<file path="src/edf_pkg.sv">
package edf_pkg;

  localparam int unsigned MaxLenDefault = 128;

  typedef enum logic [1:0] {
    MODE_FIRST  = 2'd0,
    MODE_SECOND = 2'd1,
    MODE_CMP    = 2'd2,
    MODE_NONE   = 2'd3
  } mode_t;

  typedef struct packed {
    logic [1:0] mode;
    logic [7:0] character;
  } in_item_t;

  typedef struct packed {
    logic [7:0] distance;
    logic       is_match;
    logic       truncated;
  } out_item_t;

  // Command passed from the front to the back through the queue.
  typedef struct packed {
    logic       is_cmp;
    logic       second;
    logic [7:0] character;
  } cmd_t;

  localparam logic [0:0] REG_CASE_FOLD = 1'b0;

  function automatic logic [7:0] fold(input logic en, input logic [7:0] c);
    logic [7:0] r;
    r = c;
    if (en && c >= 8'd65 && c <= 8'd90) begin
      r = c + 8'd32;
    end
    return r;
  endfunction

endpackage

</file>
<file path="src/edf_front.sv">
module edf_front (
  input  logic             clk,
  input  logic             rst,
  input  logic             push,
  output logic             full,
  input  edf_pkg::in_item_t item,
  output logic             cmd_valid,
  input  logic             cmd_ready,
  output edf_pkg::cmd_t    cmd
);

  // Two-entry queue of classified commands; mode three is dropped here.
  edf_pkg::cmd_t q [2];
  logic          rd_ptr;
  logic          wr_ptr;
  logic [1:0]    count;
  logic          do_wr;
  logic          do_rd;
  logic          keep;

  assign full      = (count == 2'd2);
  assign keep      = (item.mode != edf_pkg::MODE_NONE);
  assign do_wr     = push && !full && keep;
  assign cmd_valid = (count != 2'd0);
  assign do_rd     = cmd_valid && cmd_ready;
  assign cmd       = q[rd_ptr];

  always_ff @(posedge clk) begin
    if (do_wr) begin
      q[wr_ptr].is_cmp    <= (item.mode == edf_pkg::MODE_CMP);
      q[wr_ptr].second    <= (item.mode == edf_pkg::MODE_SECOND);
      q[wr_ptr].character <= item.character;
    end
  end

  always_ff @(posedge clk) begin
    if (rst) begin
      rd_ptr <= 1'b0;
      wr_ptr <= 1'b0;
      count  <= 2'd0;
    end else begin
      if (do_wr) wr_ptr <= !wr_ptr;
      if (do_rd) rd_ptr <= !rd_ptr;
      count <= count + {1'b0, do_wr} - {1'b0, do_rd};
    end
  end

  a_no_overflow: assert property (@(posedge clk) disable iff (rst)
    full |-> !do_wr) else $error("queue written while full");
  a_count_range: assert property (@(posedge clk) disable iff (rst)
    count != 2'd3) else $error("queue count out of range");
  a_count_step: assert property (@(posedge clk) disable iff (rst)
    (do_wr && !do_rd) |=> count == $past(count) + 2'd1) else $error("bad count step");

endmodule

</file>
<file path="src/edf_back.sv">
module edf_back #(
  parameter int unsigned MAX_LEN = edf_pkg::MaxLenDefault
) (
  input  logic              clk,
  input  logic              rst,
  input  logic              case_fold,
  input  logic              cmd_valid,
  output logic              cmd_ready,
  input  edf_pkg::cmd_t     cmd,
  output logic              empty,
  input  logic              pop,
  output edf_pkg::out_item_t result
);

  localparam int unsigned AW = $clog2(MAX_LEN);
  localparam int unsigned LW = $clog2(MAX_LEN + 1);
  localparam logic [LW-1:0] LenMax = LW'(MAX_LEN);

  typedef enum logic [5:0] {
    S_IDLE = 6'b000001,
    S_INIT = 6'b000010,
    S_ROWA = 6'b000100,
    S_ROWB = 6'b001000,
    S_CELL = 6'b010000,
    S_DONE = 6'b100000
  } state_t;

  state_t state;

  // String and cost-row memories.
  logic [7:0]    str_a [MAX_LEN];
  logic [7:0]    str_b [MAX_LEN];
  logic [7:0]    row   [MAX_LEN+1];
  logic [LW-1:0] len_a, len_b;
  logic [4:0]    seen;
  logic          ovf;

  logic [LW-1:0] i, j;
  logic [7:0]    a_ch, b_rd, up_rd;
  logic [7:0]    diag, left;
  logic          out_full;
  logic [7:0]    dist_r;

  logic [8:0] sub_c, del_c, ins_c, best;
  logic [7:0] tol;
  logic       fin_empty;
  logic       post;

  assign cmd_ready = (state == S_IDLE);
  assign empty     = !out_full;
  assign post      = (state == S_DONE) && (!out_full || pop);

  // Cell update of the distance sweep.
  always_comb begin
    sub_c = {1'b0, diag} + ((edf_pkg::fold(case_fold, a_ch) == edf_pkg::fold(case_fold, b_rd))
                            ? 9'd0 : 9'd1);
    del_c = {1'b0, up_rd} + 9'd1;
    ins_c = {1'b0, left} + 9'd1;
    best  = sub_c;
    if (del_c < best) best = del_c;
    if (ins_c < best) best = ins_c;
  end

  always_comb begin
    tol = 8'd2;
    if (seen > 5'd5)  tol = 8'd3;
    if (seen > 5'd10) tol = 8'd4;
    if (seen > 5'd15) tol = 8'd5;
  end

  assign fin_empty = (len_a == '0) || (len_b == '0);

  // Appends to the strings.
  always_ff @(posedge clk) begin
    if (state == S_IDLE && cmd_valid && cmd_ready && !cmd.is_cmp) begin
      if (!cmd.second && len_a < LenMax) str_a[len_a[AW-1:0]] <= cmd.character;
      if (cmd.second && len_b < LenMax) str_b[len_b[AW-1:0]] <= cmd.character;
    end
  end

  // Registered reads of the memories for the sweep.
  always_ff @(posedge clk) begin
    b_rd  <= str_b[j[AW-1:0] - AW'(1)];
    up_rd <= row[j];
    if (state == S_ROWA) a_ch <= str_a[i[AW-1:0] - AW'(1)];
  end

  always_ff @(posedge clk) begin
    if (state == S_INIT) row[j] <= j[7:0];
    else if (state == S_ROWA) row[0] <= i[7:0];
    else if (state == S_CELL) row[j] <= best[7:0];
  end

  always_ff @(posedge clk) begin
    if (rst) begin
      state    <= S_IDLE;
      len_a    <= '0;
      len_b    <= '0;
      seen     <= '0;
      ovf      <= 1'b0;
      out_full <= 1'b0;
      i        <= '0;
      j        <= '0;
    end else begin
      // The result register fills when a finished compare is posted and empties on a pop.
      if (post) out_full <= 1'b1;
      else if (pop && out_full) out_full <= 1'b0;
      unique case (state)
        S_IDLE: begin
          if (cmd_valid && cmd_ready) begin
            if (!cmd.is_cmp) begin
              if (!cmd.second) begin
                if (len_a < LenMax) len_a <= len_a + LW'(1);
                else ovf <= 1'b1;
              end else begin
                if (len_b < LenMax) len_b <= len_b + LW'(1);
                else ovf <= 1'b1;
                if (seen != 5'd31) seen <= seen + 5'd1;
              end
            end else if (fin_empty) begin
              dist_r <= (len_a == '0) ? len_b[7:0] : len_a[7:0];
              state  <= S_DONE;
            end else begin
              j     <= '0;
              state <= S_INIT;
            end
          end
        end
        S_INIT: begin
          if (j == len_b) begin
            i     <= LW'(1);
            state <= S_ROWA;
          end else begin
            j <= j + LW'(1);
          end
        end
        S_ROWA: begin
          // Row start: fetch a and old row[0] as diag.
          diag  <= row[0];
          left  <= i[7:0];
          j     <= LW'(1);
          state <= S_ROWB;
        end
        S_ROWB: begin
          // Wait for the registered reads at j.
          state <= S_CELL;
        end
        S_CELL: begin
          diag <= up_rd;
          left <= best[7:0];
          if (j == len_b) begin
            if (i == len_a) begin
              dist_r <= best[7:0];
              state  <= S_DONE;
            end else begin
              i     <= i + LW'(1);
              state <= S_ROWA;
            end
          end else begin
            j     <= j + LW'(1);
            state <= S_ROWB;
          end
        end
        S_DONE: begin
          // Hold the finished compare until the result register is free.
          if (post) begin
            result.distance  <= dist_r;
            result.is_match  <= !fin_empty && (dist_r <= tol);
            result.truncated <= ovf;
            len_a    <= '0;
            len_b    <= '0;
            seen     <= '0;
            ovf      <= 1'b0;
            state    <= S_IDLE;
          end
        end
        default: state <= S_IDLE;
      endcase
    end
  end

  a_onehot: assert property (@(posedge clk) disable iff (rst)
    $onehot(state)) else $error("state not one-hot");
  a_len_a: assert property (@(posedge clk) disable iff (rst)
    len_a <= LenMax) else $error("first length past maximum");
  a_done_fill: assert property (@(posedge clk) disable iff (rst)
    state == S_DONE |=> out_full) else $error("result not posted");

endmodule

</file>
<file path="src/edit_distance_fuzzy_match.sv">
// Edit-distance fuzzy matcher.
// Input queue side: push an item (mode, character) while full is low.
//   Mode 0 appends a character to the input string, mode 1 to the target
//   string, mode 2 compares and clears both; mode 3 is dropped.
// Result queue side: while empty is low, the result (distance, is_match,
//   truncated) is on the ports; pop transfers it.
// Appends pass through a two-entry command queue and are taken while the back is idle.
// A compare of lengths n1 and n2 lowers empty after its transfer once the sweep
//   is done: each cost-row cell takes a wait state and a cell state, each row a
//   row-start state, and the row is first seeded with n2 + 1 entries.
// A compare with an empty string skips the sweep and goes straight to the done state.
// During a sweep the queue takes two more items and then raises full.
// A finished result that waits for pop holds the back in its done state, so
//   a stalled receiver holds off all later items behind that compare.
// Reset empties both strings and the queues and sets case_fold to 1.
// Register 0 at address 0 is case_fold.
module edit_distance_fuzzy_match #(
  parameter int unsigned MAX_LEN = edf_pkg::MaxLenDefault
) (
  input  logic               clk,
  input  logic               rst,
  input  logic               push,
  output logic               full,
  input  edf_pkg::in_item_t  in_item,
  output logic               empty,
  input  logic               pop,
  output edf_pkg::out_item_t out_item,
  input  logic               psel,
  input  logic               penable,
  input  logic               pwrite,
  input  logic [0:0]         paddr,
  input  logic [31:0]        pwdata,
  output logic [31:0]        prdata,
  output logic               pready
);

  logic          case_fold;
  logic          cmd_valid, cmd_ready;
  edf_pkg::cmd_t cmd;

  assign pready = 1'b1;
  assign prdata = (paddr == edf_pkg::REG_CASE_FOLD) ? {31'd0, case_fold} : 32'd0;

  // Configuration register write.
  always_ff @(posedge clk) begin
    if (rst) begin
      case_fold <= 1'b1;
    end else if (psel && penable && pwrite && paddr == edf_pkg::REG_CASE_FOLD) begin
      case_fold <= pwdata[0];
    end
  end

  edf_front u_front (
    .clk, .rst, .push, .full, .item(in_item),
    .cmd_valid, .cmd_ready, .cmd
  );

  edf_back #(.MAX_LEN(MAX_LEN)) u_back (
    .clk, .rst, .case_fold, .cmd_valid, .cmd_ready, .cmd,
    .empty, .pop, .result(out_item)
  );

endmodule
</file>
<file path="config.mk">
export PLATFORM = sky130hd
export DESIGN_NAME = edit_distance_fuzzy_match
export DESIGN_NICKNAME = d
export VERILOG_FILES = /design/src/edf_pkg.sv /design/src/edf_front.sv /design/src/edf_back.sv /design/src/edit_distance_fuzzy_match.sv
export SDC_FILE = /design/constraint.sdc
export NUM_CORES = 2
export LEC_CHECK = 0
export BUFFER_PORTS_ARGS = -buffer_cell sky130_fd_sc_hd__buf_2
export CAP_MARGIN = 10
export CORE_UTILIZATION = 54
export DETAILED_ROUTE_END_ITERATION = 10
export PLACE_DENSITY = 0.7
export SLEW_MARGIN = 40
export SYNTH_ARGS = -nofsm -noshare
export SYNTH_HDL_FRONTEND = slang
export SYNTH_SLANG_ARGS = --single-unit
</file>
<file path="constraint.sdc">
create_clock -name clk -period 34.1 [get_ports clk]
set_input_delay 5.115 -clock clk [delete_from_list [all_inputs] [get_ports clk]]
set_output_delay 5.115 -clock clk [all_outputs]
set_load 0.03 [all_outputs]
</file>
# Yosys cells after proc, flatten, opt, wreduce, memory -nomap -nowiden
# Memory sizes are Yosys's and may differ from the RTL's. A register that Yosys moved wholly into a read port is not among the register bits.
# Index checks and enable logic that the tools add are counted.
# op_classes
add_sub_neg,14
n_lt_le_gt_ge,12
eq_ne,32
muxes,84
bitwise,3
n_reduce_logical,47
# op_table
cell,count
8-bit two-way mux,28
8-bit case mux with 2 select lines,6
6-bit two-way mux,7
6-bit case mux with 6 select lines,1
"8-bit by 1-bit adder with 8-bit output, second input constant",4
"2-bit != test, second input constant",16
1-bit two-way mux,31
5-bit two-way mux,5
8-bit equality test,3
8-bit case mux with 3 select lines,1
6-bit AND reduction,4
"8-bit by 1-bit adder with 9-bit output, second input constant",2
9-bit < comparator,2
1-bit logical AND,17
"8-bit by 6-bit adder with 8-bit output, second input constant",2
"8-bit by 7-bit greater-or-equal comparator with 1-bit output, second input constant",2
"8-bit by 7-bit less-or-equal comparator with 1-bit output, second input constant",2
8-bit zero test,2
"8-bit < comparator, second input constant",2
"7-bit by 1-bit subtractor with 7-bit output, second input constant",2
2-bit nonzero test,6
"5-bit by 4-bit greater-than comparator with 1-bit output, second input constant",2
5-bit case mux with 2 select lines,1
8-bit by 9-bit adder with 9-bit output,1
31 further kinds,43
# totals
reg_bits,84
ramBits,3100
in_bits,50
wordCells,214
mem_count,4
# mem_list
memory,depth,word_bits,read_ports,rd_ports_with_merged_regs,wr,line_no,rtl
u_back.row,129,8,2,1,1,edf_back.sv:33,logic [7:0] row [MAX_LEN+1];
u_back.str_a,128,8,1,1,1,edf_back.sv:31,logic [7:0] str_a [MAX_LEN];
u_back.str_b,128,8,1,1,1,edf_back.sv:32,logic [7:0] str_b [MAX_LEN];
u_front.q,2,10,1,1,1,edf_front.sv:13,edf_pkg::cmd_t q [2];

# Logic depth before layout (Yosys ltp)
# logic_depth
depth_word,14
mapped_depth,29
mapped_depth_nobuf,28

# By module
# Synthesis repeated with hierarchy kept, for this count alone.
# hier_totals
hier_cells,5646
hier_area_um2,125803.2
# by_module_without_submodules
mod,n_inst,cells_each,area_per_inst_um2,seq_area_each_um2
edf_back,1,5546,124495.7,94971.1
edf_front,1,60,992.2,700.7
edit_distance_fuzzy_match,1,40,315.3,20.0

# Least setup slack after synthesis
# Ideal clock, no wire load.
# synth_timing
kind,register to register
startpoint,reg u_back.a_ch[1] (read register of u_back.str_a)
endpoint,mem u_back.row[0][7] (data pin)
arrival_ps,10480
t_required_ps,32896
path_slack_ps,22416
stages_incl_launch_ff,26
synth_period_minus_slack_ps,11684
path_cell_list,edfxtp_1 -> a21o_1 -> a311oi_1 -> nor2_1 -> nor2_1 -> o22ai_1 -> o2111ai_1 -> ha_1 -> ha_1 -> nand4_1 -> ha_1 -> nand3_1 -> or4_1 -> o211a_2 -> nor3_2 -> nor2_1 -> o22ai_1 -> ha_1 -> a21o_1 -> a21o_1 -> a21oi_1 -> a21oi_1 -> nor2b_1 -> a21oi_2 -> mux2_4 -> o21ai_0
# synth_between
elab_chain_len,13
elab_cells_between_ends,15
classes_between,2 x add/sub; 4 x order compare; 1 x eq/ne; 6 x mux; 2 x reduce/logical
# synth_rtl
element,line_no,rtl
"start, declared",edf_back.sv:39,"logic [7:0] a_ch, b_rd, up_rd;"
8-bit by 7-bit greater-or-equal comparator with 1-bit output,edf_pkg.sv:35,if (en && c >= 8'd65 && c <= 8'd90) begin
1-bit logical AND (2 in series),edf_pkg.sv:35,
8-bit two-way mux *,edf_pkg.sv:35,
8-bit equality test *,edf_back.sv:55,"sub_c = {1'b0, diag} + ((edf_pkg::fold(case_fold, a_ch) == edf_pkg::fold(case_fold, b_rd))"
1-bit two-way mux *,edf_back.sv:56,? 9'd0 : 9'd1);
8-bit by 9-bit adder with 9-bit output *,edf_back.sv:55,
9-bit < comparator,edf_back.sv:60,if (del_c < best) best = del_c;
9-bit two-way mux *,edf_back.sv:60,
9-bit < comparator,edf_back.sv:61,if (ins_c < best) best = ins_c;
8-bit two-way mux *,edf_back.sv:61,
8-bit two-way mux (no line) * (2 in series),--,
"end, declared",edf_back.sv:33,
# Every way passes the cells marked *; elsewhere a longest branch is shown, timed or not.

# Final worst setup path
# layout_timing
startpoint,in paddr
endpoint,out prdata[0]
# layout_between
elab_chain_len,1
# layout_rtl
element,line_no,rtl
"start, declared",edit_distance_fuzzy_match.sv:31,"input logic [0:0] paddr,"
1-bit two-way mux,edit_distance_fuzzy_match.sv:42,"assign prdata = (paddr == edf_pkg::REG_CASE_FOLD) ? {31'd0, case_fold} : 32'd0;"
"end, declared",edit_distance_fuzzy_match.sv:33,"output logic [31:0] prdata,"
# Every way passes these cells.

==> results.md <==
* Critical path buffers and inverters at 2
* Via density at 6.39
* Post-synth ARST share at 0
* Most common cell after layout, fill and taps aside: edfxtp_1
* Reg-to-reg startpoint: u_back.a_ch[1]
* Detailed Place HPWL at 162 mm
* CTS resizes at 0
* DR vias at 58300
* Crit-path max FO at 2
* Period Utilization, post-route at 0.312
* Core Area at 231000 um^2
* Hold_sp: u_back.dist_r[3]
* Synthesis-to-layout area growth at 11.9%
* Worst-Margin Slew at 0.979 ns
* Slew Viols, Final at 0
* Status: finished clean
* P_leak at 42.4 nW
* Sequential cell area at 95700 um^2
* Grt ovf at 0
* # rows at 176
* Number of global-route vias before repair at 59200
* DIE AREA at 235000 um^2
* Worst setup margin at 23.47 ns
* Post-synth top area share at 0.750
* Final min period at 10.63 ns
* GRT Overall Usage at 0.237
* Final setup viols at 0
* Cell mode on critical path: buf_2
* Finished Core Util at 0.610
* Initial Util at 0.545
* Post-Syn Area at 126000 um^2
* Ports at 95
* CP arrival at 5.51 ns
* Cell count after placement at 8529
* HP Class: reg2reg
* Clock transition at path regs at 0.06 ns
* Max Freq at 94.1 MHz
* Required time of the critical path at 28.98 ns
* Port bufs at 31
* Worst setup SP type: input port
* Commonest non-fill, non-tap cells in the layout: edfxtp_1, mux4_2, nor2_1
* Root Driver: clkbuf_16
* Slew HR at 0.346
* Sequential share of the synthesized area at 0.760
* Max-cap viol count at 0
* Critical Path Start: paddr
* Busiest grt layer: met2
* Final non-filler cell total at 9127
* RSZ-0062 raised after global routing: false
* Layout fillers at 15500
* Ys Warns at 0
* Worst Skew at 0.0825 ns
* Drt pass-1 iters at 6
* Detail Route Antenna Nets at 0
* Crit path max-delay family: buffers and inverters
* Max VDD drop at 89.7 uV
* Setup Fix Bufs, Post-CTS at 0
* Area of the multi-input gates at 29300 um^2
* Layout cells sized above 1 at 0.286
* Post-Layout Inst Area at 141000 um^2
* Starting DRT DRC Count at 6246
* Synth area leader: edfxtp_1
* Bufs on Longest Clock Path at 4
* Worst-path cell chain: buf_2 > nor2b_1 > buf_2
* Synth cell types at 69
* CTS tree: yes
* DRC errors left at 0
* Final hold viol count at 0
* Synthesized flop and latch total at 3209
* Met1 Usage GRT at 0.345
* Most area-consuming cells after synthesis: edfxtp_1, mux4_2, nor2_1
* Gpl congestion at 0.815
* H-tree levels at 5
* DIE HEIGHT at 485 um
* Syn Area/Cell at 22.2 um^2
* Antenna violations before repair at 5
* Setup tns final at 0 ns
* Final net count at 5934
* PwrDens at 60.8 nW/um^2
* Routed len/inst at 30.2 um
* CP endpoint kind: primary output
* Kind of critical path: in2out
* Pre-CTS WS at 23.47 ns
* Placed Area at 130000 um^2
* Slowest Stage Delay on Critical Path at 0.20 ns
* Synth Instances at 5679
* Pin count of the biggest net entering global routing at 108
* Most used flip-flop cell after synthesis: edfxtp_1
* Routing usage on met2 at 0.374
* Final wirelength at 276 mm
* First-pass GRT wire length at 407 mm
* Die width at 485 um
* Worst-skew pair later-pin latency at 0.95 ns
* TritonCTS Buffers at 336
* Post-synth EDFFs at 3142
* Met3 usage at 0.0432
* CTS Hold Bufs at 0
* Sink Count at 3209
* Slowest-stage cell, CP: buf_2
-- cells in the mapped netlist, types with 9 or more instances --
| cell type | instances |
|---|---|
| o21ai_0 | 30 |
| edfxtp_1 | 3142 |
| nand3b_1 | 11 |
| nor2b_1 | 17 |
| clkbuf_1 | 158 |
| or4_1 | 11 |
| nand3_1 | 51 |
| o22ai_1 | 34 |
| ha_1 | 39 |
| dfxtp_1 | 67 |
| mux2_2 | 25 |
| xor2_1 | 48 |
| buf_2 | 98 |
| buf_1 | 35 |
| mux2i_1 | 11 |
| nand2b_1 | 12 |
| or3_1 | 11 |
| xnor2_1 | 37 |
| nor3_1 | 19 |
| nand4_1 | 17 |
| a21oi_1 | 27 |
| inv_1 | 31 |
| and3_1 | 14 |
| buf_4 | 39 |
| nor4_1 | 9 |
| nand2_1 | 127 |
| mux4_2 | 992 |
| nor2_1 | 469 |
-- metal layers --
| layer | part of all wire | up-vias |
|---|---|---|
| met5 | 0.00060 | - |
| met4 | 0.028 | 2 |
| met3 | 0.084 | 406 |
| met2 | 0.49 | 2649 |
| met1 | 0.40 | 31200 |
| li1 | - | 24100 |
-- path summary, 6_finish.rpt --
| path | endpoint | slack, ns | cells after the start |
|---|---|---|---|
| setup / recovery | prdata[0] | 23.47 | 3 |
| setup reg to reg | u_back.row[35][5] | 25.54 | 26 |
| hold / removal | u_back.result[5] | 0.43 | 0 |
| hold reg to reg | u_back.result[5] | 0.43 | 0 |
-- cell families after synthesis --
group / share of synthesized area
muxes: 0.181
and+or+nand+nor: 0.0275
AOI/OAI and AO/OA: 0.00812
xor gates and xnor gates: 0.00617
DFF: 0.760
buffers and inverters: 0.0130
other: 0.0000597
adders and majority gates: 0.00388
-- power by group --
part / switching [mW] / internal [mW]
Clock: 1.45 / 2.06
Sequential: 0.0168 / 4.58
Combinational: 0.377 / 0.0662
Total: 1.85 / 6.71
-- stage by stage --
step                      total power [mW]  hold WS [ns]
final                                 8.56         0.434
after global routing                  8.79         0.451
after CTS                             8.60         0.433
after detailed placement              5.12         0.425
after global placement                5.08         0.427
after floorplan                       4.91         0.409
-- registers in the layout (all words and copies together), names as in the netlist, 2 cells and up, named ones only --
name and cells:
u_back.seen 5, u_back.a_ch 8, u_back.diag 8, u_back.up_rd 8, u_front.q 20, u_back.str_b 1024
u_back.left 8, u_front.count 2, u_back.len_a 8, u_back.row 1032, u_back.dist_r 8, u_back.j 8
u_back.b_rd 8, u_back.str_a 1024, u_back.i 8, u_back.len_b 8, u_back.state 6, u_back.result 10
-- area by class of cell --
class,instances,area share
sequential,3209,0.680
multi-input combinational,2138,0.208
clock buffer,442,0.0647
tap,3026,0.0269
clock inverter,146,0.00990
timing repair buffer,129,0.00958
inverter,31,0.000827
antenna,6,0.000107
Note: power is estimated with default switching activity, not from simulation.
